[config.mk]
export PLATFORM = sky130hd
export DESIGN_NAME = grouped_id_allocator_top
export DESIGN_NICKNAME = d
export VERILOG_FILES = /design/src/rtl/gia_pkg.sv /design/src/rtl/gia_map.sv /design/src/rtl/grouped_id_allocator_top.sv
export SDC_FILE = /design/constraint.sdc
export NUM_CORES = 2
export LEC_CHECK = 0
export CAP_MARGIN = 20
export CELL_PAD_IN_SITES_DETAIL_PLACEMENT = 1
export CELL_PAD_IN_SITES_GLOBAL_PLACEMENT = 1
export CORE_ASPECT_RATIO = 1.5
export CORE_MARGIN = 8
export CORE_UTILIZATION = 53
export DETAILED_ROUTE_END_ITERATION = 10
export DONT_BUFFER_PORTS = 1
export MAX_ROUTING_LAYER = met4
export PLACE_DENSITY = 0.82
export SLEW_MARGIN = 10
export SYNTH_ARGS = -nofsm -noshare
export SYNTH_HDL_FRONTEND = slang
export SYNTH_SLANG_ARGS = --single-unit
[constraint.sdc]
create_clock -name clk -period 8 [get_ports clk]
set_clock_uncertainty 0.05 [all_clocks]
set_input_delay 1.2 -clock clk [delete_from_list [all_inputs] [get_ports clk]]
set_output_delay 1.2 -clock clk [all_outputs]
set_load 0.03 [all_outputs]
[src/rtl/gia_pkg.sv]
// Shared types and codes for the grouped id allocator.
// Used by gia_map and grouped_id_allocator_top; depends on nothing.
package gia_pkg;

  localparam int ID_W   = 31;   // id and base width
  localparam int CNTC_W = 11;   // id_count register width
  localparam int CFG_W  = 31;   // widest config register
  localparam int CFGI_W = 1;    // config index width

  localparam logic [CFGI_W-1:0] CFG_BASE_ID  = 1'd0;
  localparam logic [CFGI_W-1:0] CFG_ID_COUNT = 1'd1;

  localparam logic OP_GET     = 1'b0;
  localparam logic OP_RELEASE = 1'b1;

  typedef enum logic [1:0] {
    ST_OK        = 2'd0,
    ST_FULL      = 2'd1,
    ST_RANGE     = 2'd2,
    ST_NOT_TAKEN = 2'd3
  } status_t;

  typedef enum logic {
    S_IDLE = 1'b0,
    S_EXEC = 1'b1
  } state_t;

endpackage

[src/rtl/gia_map.sv]
// Per-group free bitmap store for the grouped id allocator.
// One synchronous memory, one read and one write port; depends on gia_pkg.
module gia_map import gia_pkg::*; #(
  parameter int DEPTH  = 32,
  parameter int WIDTH  = 32,
  parameter int ADDR_W = 5
) (
  input  logic              clk,
  input  logic              rst_n,
  input  logic              rd_en,
  input  logic [ADDR_W-1:0] rd_addr,
  output logic [WIDTH-1:0]  rd_data,
  input  logic              wr_en,
  input  logic [ADDR_W-1:0] wr_addr,
  input  logic [WIDTH-1:0]  wr_data
);

  logic [WIDTH-1:0] mem [DEPTH];
  logic [DEPTH-1:0] vld_r;
  logic [WIDTH-1:0] rdata_r;
  logic             rvld_r;

  always_ff @(posedge clk) begin
    if (wr_en) begin
      mem[wr_addr] <= wr_data;
    end
    if (rd_en) begin
      rdata_r <= mem[rd_addr];
    end
  end

  // an entry never written reads as all free
  always_ff @(posedge clk) begin
    if (!rst_n) begin
      vld_r  <= '0;
      rvld_r <= 1'b0;
    end else begin
      if (wr_en) begin
        vld_r[wr_addr] <= 1'b1;
      end
      if (rd_en) begin
        rvld_r <= vld_r[rd_addr];
      end
    end
  end

  assign rd_data = rvld_r ? rdata_r : '1;

endmodule

[src/rtl/grouped_id_allocator_top.sv]
// Grouped id allocator, top level: request control, range check and encoders.
// Instantiates gia_map; depends on gia_pkg.
//
// A request is taken when start is high and busy is low. For each request, the
// accept cycle reads one group bitmap from the map memory, the next cycle
// modifies and writes it back, and the result is strobed on out_valid for one
// cycle right after that; a new request can be accepted in that same cycle, as
// busy is high only during the modify cycle of the memory's read-modify-write.
// The receiver cannot stall the result. No clearing pass is needed after reset:
// each map entry carries a valid bit and reads as all free until first written.
module grouped_id_allocator_top import gia_pkg::*; #(
  parameter int MAX_IDS    = 1024,
  parameter int GROUP_SIZE = 32
) (
  input  logic              clk,
  input  logic              rst_n,
  input  logic              start,
  output logic              busy,
  input  logic              in_operation,
  input  logic [ID_W-1:0]   in_release_id,
  output logic              out_valid,
  output logic [ID_W-1:0]   out_granted_id,
  output logic [1:0]        out_status,
  input  logic              cfg_we,
  input  logic [CFGI_W-1:0] cfg_index,
  input  logic [CFG_W-1:0]  cfg_wdata
);

  localparam int NUM_GROUPS = (MAX_IDS + GROUP_SIZE - 1) / GROUP_SIZE;
  localparam int GRP_W  = (NUM_GROUPS > 1) ? $clog2(NUM_GROUPS) : 1;
  localparam int BIT_W  = $clog2(GROUP_SIZE);
  localparam int OFF_W  = $clog2(MAX_IDS);
  localparam int CNT_W  = $clog2(MAX_IDS + 1);
  localparam int DIV_SH = OFF_W + BIT_W;
  localparam int DIV_M  = ((2 ** DIV_SH) + GROUP_SIZE - 1) / GROUP_SIZE;
  localparam int PROD_W = OFF_W + DIV_SH + 1;

  // configuration
  logic [ID_W-1:0]   base_id_r;
  logic [CNTC_W-1:0] id_count_r;
  logic [CNT_W-1:0]  cnt;

  always_ff @(posedge clk) begin
    if (!rst_n) begin
      base_id_r  <= '0;
      id_count_r <= CNTC_W'(1024);
    end else if (cfg_we) begin
      case (cfg_index)
        CFG_BASE_ID:  base_id_r  <= cfg_wdata[ID_W-1:0];
        CFG_ID_COUNT: id_count_r <= cfg_wdata[CNTC_W-1:0];
        default: ;
      endcase
    end
  end

  assign cnt = (32'(id_count_r) > 32'(MAX_IDS)) ? CNT_W'(MAX_IDS) : CNT_W'(id_count_r);

  // control
  state_t state_r, state_nxt;
  logic   accept;

  assign accept = start && !busy;

  always_comb begin
    state_nxt = state_r;
    case (state_r)
      S_IDLE: if (accept) state_nxt = S_EXEC;
      S_EXEC: state_nxt = S_IDLE;
      default: state_nxt = S_IDLE;
    endcase
  end

  always_comb begin
    case (state_r)
      S_EXEC:  busy = 1'b1;
      default: busy = 1'b0;
    endcase
  end

  always_ff @(posedge clk) begin
    if (!rst_n) begin
      state_r <= S_IDLE;
    end else begin
      state_r <= state_nxt;
    end
  end

  // summary: group holds a free id
  logic [NUM_GROUPS-1:0] has_free_r, has_free_nxt;
  logic [NUM_GROUPS-1:0] gvalid, cand;
  logic [GRP_W-1:0]      get_grp;
  logic                  get_found;

  always_comb begin
    for (int g = 0; g < NUM_GROUPS; g++) begin
      gvalid[g] = (32'(g * GROUP_SIZE) < 32'(cnt));
    end
    cand      = has_free_r & gvalid;
    get_found = |cand;
    get_grp   = '0;
    for (int g = NUM_GROUPS - 1; g >= 0; g--) begin
      if (cand[g]) get_grp = GRP_W'(g);
    end
  end

  // release range check and offset split
  logic [ID_W-1:0]   rel_diff;
  logic              rel_in_range;
  logic [OFF_W-1:0]  rel_off;
  logic [PROD_W-1:0] rel_prod;
  logic [GRP_W-1:0]  rel_grp;

  always_comb begin
    rel_diff     = in_release_id - base_id_r;
    rel_in_range = (in_release_id >= base_id_r) && (32'(rel_diff) < 32'(cnt));
    rel_off      = rel_diff[OFF_W-1:0];
    // divide by group size through a reciprocal, exact for every offset width
    rel_prod     = PROD_W'(rel_off) * PROD_W'(DIV_M);
    rel_grp      = rel_prod[DIV_SH +: GRP_W];
  end

  // request registers
  logic             op_r;
  logic [GRP_W-1:0] grp_r;
  logic [OFF_W-1:0] off_r;
  status_t          pre_st_r;

  always_ff @(posedge clk) begin
    if (accept) begin
      op_r <= in_operation;
      if (in_operation == OP_GET) begin
        grp_r    <= get_grp;
        pre_st_r <= get_found ? ST_OK : ST_FULL;
      end else begin
        grp_r    <= rel_grp;
        pre_st_r <= rel_in_range ? ST_OK : ST_RANGE;
      end
      off_r <= rel_off;
    end
  end

  // map memory
  logic [GROUP_SIZE-1:0] rd_word;
  logic                  wr_en;
  logic [GROUP_SIZE-1:0] wr_word;

  gia_map #(
    .DEPTH  (NUM_GROUPS),
    .WIDTH  (GROUP_SIZE),
    .ADDR_W (GRP_W)
  ) u_map (
    .clk     (clk),
    .rst_n   (rst_n),
    .rd_en   (accept),
    .rd_addr ((in_operation == OP_GET) ? get_grp : rel_grp),
    .rd_data (rd_word),
    .wr_en   (wr_en),
    .wr_addr (grp_r),
    .wr_data (wr_word)
  );

  // modify stage
  logic [CNT_W:0]        grp_lo;
  logic [CNT_W:0]        rem;
  logic [GROUP_SIZE-1:0] lane_ok, avail;
  logic [BIT_W-1:0]      get_bit, rel_bit;
  logic [OFF_W-1:0]      rel_bit_w;
  logic [ID_W-1:0]       res_id;
  status_t               res_st;

  always_comb begin
    grp_lo    = (CNT_W+1)'(32'(grp_r) * GROUP_SIZE);
    rem       = {1'b0, cnt} - grp_lo;
    for (int b = 0; b < GROUP_SIZE; b++) begin
      lane_ok[b] = (32'(b) < 32'(rem));
    end
    avail     = rd_word & lane_ok;
    get_bit   = '0;
    for (int b = GROUP_SIZE - 1; b >= 0; b--) begin
      if (avail[b]) get_bit = BIT_W'(b);
    end
    rel_bit_w = off_r - OFF_W'(32'(grp_r) * GROUP_SIZE);
    rel_bit   = rel_bit_w[BIT_W-1:0];

    wr_en        = 1'b0;
    wr_word      = rd_word;
    has_free_nxt = has_free_r;
    res_id       = '0;
    res_st       = pre_st_r;

    if (state_r == S_EXEC && pre_st_r == ST_OK) begin
      if (op_r == OP_GET) begin
        if (avail == '0) begin
          // only the last partial group can land here
          res_st = ST_FULL;
        end else begin
          wr_en            = 1'b1;
          wr_word[get_bit] = 1'b0;
          if (wr_word == '0) has_free_nxt[grp_r] = 1'b0;
          res_id = base_id_r + ID_W'(grp_lo) + ID_W'(get_bit);
        end
      end else if (rd_word[rel_bit]) begin
        res_st = ST_NOT_TAKEN;
      end else begin
        wr_en               = 1'b1;
        wr_word[rel_bit]    = 1'b1;
        has_free_nxt[grp_r] = 1'b1;
      end
    end
  end

  logic            out_valid_r;
  logic [ID_W-1:0] out_id_r;
  status_t         out_st_r;

  always_ff @(posedge clk) begin
    if (!rst_n) begin
      has_free_r  <= '1;
      out_valid_r <= 1'b0;
    end else begin
      has_free_r  <= has_free_nxt;
      out_valid_r <= (state_r == S_EXEC);
    end
  end

  always_ff @(posedge clk) begin
    if (state_r == S_EXEC) begin
      out_id_r <= res_id;
      out_st_r <= res_st;
    end
  end

  assign out_valid      = out_valid_r;
  assign out_granted_id = out_id_r;
  assign out_status     = out_st_r;

  // checks
  a_res_after_exec: assert property (@(posedge clk) disable iff (!rst_n)
    out_valid |-> $past(state_r) == S_EXEC)
    else $error("result beat without a modify cycle");

  a_accept_busy: assert property (@(posedge clk) disable iff (!rst_n)
    accept |=> busy && !out_valid)
    else $error("accepted request did not enter the modify cycle");

  a_id_zero_on_fail: assert property (@(posedge clk) disable iff (!rst_n)
    out_valid && out_status != ST_OK |-> out_granted_id == '0)
    else $error("nonzero id on a failed request");

  a_one_write: assert property (@(posedge clk) disable iff (!rst_n)
    wr_en |-> state_r == S_EXEC && !accept)
    else $error("map write outside the modify cycle");

endmodule

* Word level (Yosys, flattened, before mapping)
Memory sizes are Yosys's and may differ from the RTL's. A register that Yosys moved wholly into a read port is not among the register bits.
Cells that the tools add are included.
** Storage, ports and cells
- Memories kept :: 1
- ROM bits :: 0
- Input port bits :: 68
- Memory bits (writable) :: 1024
- Bits in latches :: 0
- Register bits after elaboration :: 155
** Memory list
- u_map.mem :: words 32, width 32, rd ports 1, clocked after memory_dff 1, write ports 1, line gia_map.sv:18 : logic [WIDTH-1:0] mem [DEPTH];
** Cells by class
- $add $sub $neg :: 5
- Muxes and demuxes :: 101
- Eq/ne operators :: 2
- Divide/modulo/power cells :: 0
- Multipliers :: 0
- Reduce and logical (&&, ||, !) cells :: 16
- Bitwise logic cells :: 12
- Shift operators :: 0
- $lt $le $gt $ge :: 74
** Operators by type and width (count)
- $mux W5 :: 65
- $mux W32 :: 9
- $lt A5 B12 Y1 const A :: 16
- $lt A10 B11 Y1 const A :: 16
- $and A32 B32 Y32 :: 4
- $lt A4 B12 Y1 const A :: 8
- $or A32 B32 Y32 :: 3
- $lt A9 B11 Y1 const A :: 8
- $logic_not A32 Y1 :: 2
- $not A32 Y32 :: 2
- $lt A3 B12 Y1 const A :: 4
- $lt A8 B11 Y1 const A :: 4
- $reduce_or A32 Y1 :: 1
- $add A31 B10 Y31 :: 1
- $add A31 B5 Y31 :: 1
- $ge A31 B31 Y1 :: 1
- $lt A31 B11 Y1 :: 1
- $sub A31 B31 Y31 :: 1
- $lt A1 B12 Y1 const A :: 2
- $lt A2 B12 Y1 const A :: 2
- $lt A5 B6 Y1 const B :: 4
- $lt A7 B11 Y1 const A :: 2
- $demux W1 S5 :: 3
- $ge A5 B1 Y1 const B :: 3
- other kinds (19) :: 47

* Longest topological paths before layout
- Depth after elaboration :: 47
- Depth in mapped cells :: 26
- Mapped depth without buffers :: 21

* By module
Synthesis repeated with hierarchy kept, for this count alone.
** Second synthesis, totals
- Cells, all modules :: 3097
- Area total of the unflattened synthesis :: 51943.6 um2
** Modules (own cells, without submodules)
- gia_map :: sequential area each 32371.0 um2, area an instance 41302.1 um2, cells each 1678, instances 1
- grouped_id_allocator_top :: sequential area each 2902.8 um2, area an instance 10641.5 um2, cells each 1419, instances 1

* Worst setup path after synthesis
OpenSTA, ideal clock, no wires.
- Kind :: register to register
- Start point :: register id_count_r[10]
- End point :: register out_id_r[16] (netlist: out_granted_id[16]) (data pin)
- Cell stages (with the launch flop) :: 25
- Library setup time :: 0.132 ns
- Buffers on the path :: 4
- Data arrival time :: 5.977 ns
- Slack :: 1.841 ns
- Cell sequence :: dfxtp_1 > inv_1 > clkbuf_1 > nand2_1 > ha_1 > fa_1 > o311a_1 > or4_1 > clkbuf_1 > buf_2 > or4_1 > o211ai_1 > a21oi_1 > a221oi_1 > inv_1 > buf_2 > ha_1 > fa_1 > a21o_1 > a31o_2 > o221a_2 > o21ai_1 > a21oi_1 > a211o_1 > nand2_1
** Between the ends
- Longest elaborated chain between the ends :: 38
** RTL lines
- start, declared :: line grouped_id_allocator_top.sv:40 : logic [CNTC_W-1:0] id_count_r;
- start signal, assigned :: line grouped_id_allocator_top.sv:50 : CFG_ID_COUNT: id_count_r <= cfg_wdata[CNTC_W-1:0];
- $gt A11 B11 Y1 :: line grouped_id_allocator_top.sv:56 : assign cnt = (32'(id_count_r) > 32'(MAX_IDS)) ? CNT_W'(MAX_IDS) : CNT_W'(id_count_r);
- $mux W11 * :: line grouped_id_allocator_top.sv:56
- $sub A11 B10 Y12 * :: line grouped_id_allocator_top.sv:173 : rem = {1'b0, cnt} - grp_lo;
- $lt A5 B12 Y1 :: line grouped_id_allocator_top.sv:175 : lane_ok[b] = (32'(b) < 32'(rem));
- $and A32 B32 Y32 * :: line grouped_id_allocator_top.sv:177 : avail = rd_word & lane_ok;
- $mux W5 (32 in a row) :: line grouped_id_allocator_top.sv:180 : if (avail[b]) get_bit = BIT_W'(b);
- $add A31 B5 Y31 :: line grouped_id_allocator_top.sv:200 : res_id = base_id_r + ID_W'(grp_lo) + ID_W'(get_bit);
- end signal, assigned :: line grouped_id_allocator_top.sv:228 : out_id_r <= res_id;
- end, declared :: line grouped_id_allocator_top.sv:213 : logic [ID_W-1:0] out_id_r;
Every way passes the cells marked *; elsewhere a longest branch is shown, timed or not.
A chain may end at the register's enable or synchronous reset.

* Final worst setup path
- Start point :: register id_count_r[6]
- End point :: register out_id_r[18] (netlist: out_granted_id[18]) (data pin)
The elaborated chain is that of the path after synthesis.

==> summary.md <==
| Metric | Value |
|---|---|
| Actual slew at the worst max-slew pin | `1183 ps` |
| Maximum number of pins on one net before global-route repair | `142` |
| Syn_nets | `4,398` |
| Number of antenna violations at the first check in global routing | `7` |
| Filler instances | `9,774` |
| Area added between synthesis and finish | `10.89%` |
| Power Total | `14,320 uW` |
| Number of cells after detailed placement | `5,444` |
| Worst skew pair latency | `740 ps` |
| Number of max-cap violations | `0` |
| Startpoint types | `register` |
| Gp weighted congestion | `0.9948` |
| Longest Clk Path Bufs | `3` |
| Nets | `4,386` |
| Total congestion overflow after global routing | `0` |
| Core utilization of the finished layout | `0.5919` |
| Die area | `111,000 um^2` |
| I/O Buffers | `0` |
| Setup repair after global routing missed its margin | `false` |
| Total wire length | `193.2 mm` |
| Combined global-route utilization of all metal layers | `0.3520` |
| Critical path start-end classification | `register to register` |
| Required @ worst endpoint | `8560 ps` |
| Vias in the first global route | `40.35k` |
| Relative slew margins | `0.2096` |
| DR WL/cell | `34.20 um` |
| Status | `finished, final reports clean` |
| Fraction of registers with async set/reset | `0` |
| Clock net sink count | `1,211` |
| Flop and latch count out of synthesis | `1,211` |
| Total setup violations reported at the end of the flow | `0` |
| Period Utilization, post-route | `0.9032` |
| Most used cells in the layout excluding fill and tap cells | `1,102 x edfxtp_1, 758 x nand2_1, 315 x a21oi_1, 267 x mux2i_1, 136 x o22ai_1` |
| Most instantiated flip-flop cell in the synthesis netlist | `edfxtp_1` |
| Total power density per cell area | `242.7 nW/um^2` |
| Number of warning messages in the yosys log | `0` |
| Highest attainable clock frequency | `138.4 MHz` |
| Overall via count from detail_route | `38.65k` |
| Time the worst path needs with I/O delays and setup | `7226 ps` |
| Register area | `35,280 um^2` |
| Max-slew violation count | `0` |
| Type of the most critical hold path | `register to register` |
| Total negative slack | `0 ps` |
| VDD IR-drop max | `0.2044 mV` |
| Cell breakdown of the critical path | `nor2b_1 > inv_1 > fa_1 > o311a_1 > or4_1 > or4_1 > o211ai_1 > a21oi_1 > a221oi_1 > inv_1 > ha_1 > fa_1 > a21o_1 > a31o_2 > o221a_2 > o21ai_1 > buf_4 > a21oi_1 > a211o_1 > nand2_1` |
| Detailed router's first-iteration violation count | `4,173` |
| Critical Path AT | `7780 ps` |
| Delay of the slowest critical-path stage | `780 ps` |
| Antenna Violating Nets Remaining | `0` |
| Number of buffers added by the clock tree synthesis step | `110` |
| Synthesized area per cell | `12.45 um^2` |
| Total of cells resized after clock tree synthesis | `0` |
| Highest fanout seen on the critical path | `15` |
| Number of synthesized flops with an enable pin | `1,102` |
| Area taken by multi-input logic gates | `17,070 um^2` |
| Mapped Cells | `4,275` |
| Count of different cell masters after synthesis | `92` |
| H-tree level count | `3` |
| Number of rows in the core area | `142` |
| CTS Hold Bufs | `0` |
| Netlist area before placement | `53,200 um^2` |
| CTS tree | `done` |
| Leakage | `0.02070 uW` |
| Root cell of the clock tree | `clkbuf_16` |
| Pre-antenna DRT Iters | `6` |
| Post-CTS setup buffer count | `0` |
| Final routed DRC violation total | `0` |
| Die width | `274.7 um` |
| Starting utilization of the core area | `0.5338` |
| Non-filler instance count after layout | `5,649` |
| Number of hold violations in the final report | `0` |
| Clock input transition at the sequential cells of the worst setup and hold paths | `70 ps` |
| Cell with the biggest individual delay on the critical path | `or4_1` |
| HPWL after DPL | `116.8 mm` |
| Routed vias/inst | `6.842` |
| Share of post-route cells with drive strength above 1 | `0.09110` |
| Core area | `99,670 um^2` |
| Crit. End Element | `register` |
| Part of the Yosys area used for sequential elements | `0.6630` |
| First-pass GRT wire length | `276.0 mm` |
| Most common cell after layout, fill and taps aside | `edfxtp_1` |
| Count of boundary I/O pins | `103` |
| Height of the die | `404.0 um` |
## through the flow
step	setup WS [ps]	hold slack, ps	cell area [um^2]
after CTS	887.4	409.8	58890
after detailed placement	908.7	394.8	55290
after floorplan	1841	382.5	53200
final	774.4	405.6	59000
after global routing	359.8	436.4	59000
after global placement	1059	393.2	55290
## cell type report
class / instances / share of cell area
antenna: 6 / 0.0002545
clock buffer: 134 / 0.04924
clock inverter: 62 / 0.01192
inverter: 85 / 0.005535
multi-input combinational: 2731 / 0.2894
sequential: 1211 / 0.5979
tap: 1296 / 0.02748
timing repair buffer: 124 / 0.01828
## cell usage after synthesis, types with 18 or more instances
library cell / count / area (um^2)
a21o_1: 29 / 217.7
o21a_1: 40 / 300.3
nor2b_1: 20 / 125.1
a31oi_1: 96 / 600.6
o22ai_1: 144 / 900.9
dfxtp_1: 109 / 2182
nor3_1: 44 / 220.2
inv_1: 83 / 311.6
nor4_1: 78 / 488.0
nand2b_1: 74 / 462.9
and2_1: 18 / 112.6
edfxtp_1: 1102 / 33090
o211ai_1: 43 / 322.8
nand2_1: 759 / 2849
mux2i_1: 267 / 2673
clkbuf_1: 182 / 683.2
xnor2_1: 31 / 271.5
nand4_1: 26 / 162.7
and3b_1: 32 / 280.3
ha_1: 52 / 650.6
a21oi_1: 320 / 1602
nor2_1: 166 / 623.1
a21boi_0: 45 / 337.8
buf_2: 44 / 220.2
nand3_1: 75 / 375.4
or4_1: 38 / 285.3
o21ai_0: 76 / 380.4
## logic make-up (layout without fill, tap and decap cells)
family | after synthesis | after routing | share of synthesized area
other | 0 | 6 | 0
DFF | 1211 | 1211 | 0.6630
and+or+nand+nor | 1394 | 1394 | 0.1215
adders and majority gates | 56 | 56 | 0.01355
muxes | 279 | 279 | 0.05468
buffers and inverters | 333 | 405 | 0.02530
AOI/OAI and AO/OA | 961 | 961 | 0.1153
xor gates and xnor gates | 41 | 41 | 0.006749
## power breakdown
group,internal (uW),total (uW),switching (uW)
Combinational,510,1730,1220
Clock,3000,5400,2410
Sequential,7050,7190,139
Total,10600,14300,3760
## critical path: cells and delay by family (launching register included)
family	cells	cell delay (ps)
adders and majority gates	3	1200
DFF	1	630
and+or+nand+nor	4	1770
buffers and inverters	3	720
AOI/OAI and AO/OA	10	2690
## layer usage
| metal | GRT usage | vias up | wire [um] |
|---|---|---|---|
| met5 | - | - | 0 |
| met1 | 0.3889 | 19410 | 65850 |
| met3 | 0.06448 | 769 | 16800 |
| li1 | - | 16090 | - |
| met2 | 0.5736 | 2385 | 94860 |
| met4 | 0.2480 | 0 | 15690 |
## flip-flops by register name, summed over array words and instances (netlist names), named ones only
register,flops
base_id_r,31
off_r,5
pre_st_r,2
out_status,2
state_r,1
id_count_r,11
op_r,1
u_map.vld_r,32
u_map.rdata_r,32
grp_r,5
u_map.mem,1024
out_valid,1
out_granted_id,31
u_map.rvld_r,1
## path summary, 6_finish.rpt
kind | from | end | slack (ps) | cells past startpoint
hold reg to reg | u_map.vld_r[26]$_SDFFE_PN0P_ | u_map.vld_r[26]$_SDFFE_PN0P_ | 410 | 1
hold / removal | u_map.vld_r[26]$_SDFFE_PN0P_ | u_map.vld_r[26]$_SDFFE_PN0P_ | 410 | 1
setup reg to reg | id_count_r[6]$_SDFFE_PN0P_ | out_granted_id[18]$_SDFFCE_PP0P_ | 770 | 20
setup / recovery | id_count_r[6]$_SDFFE_PN0P_ | out_granted_id[18]$_SDFFCE_PP0P_ | 770 | 20
Power figures use the tool's default switching activity.
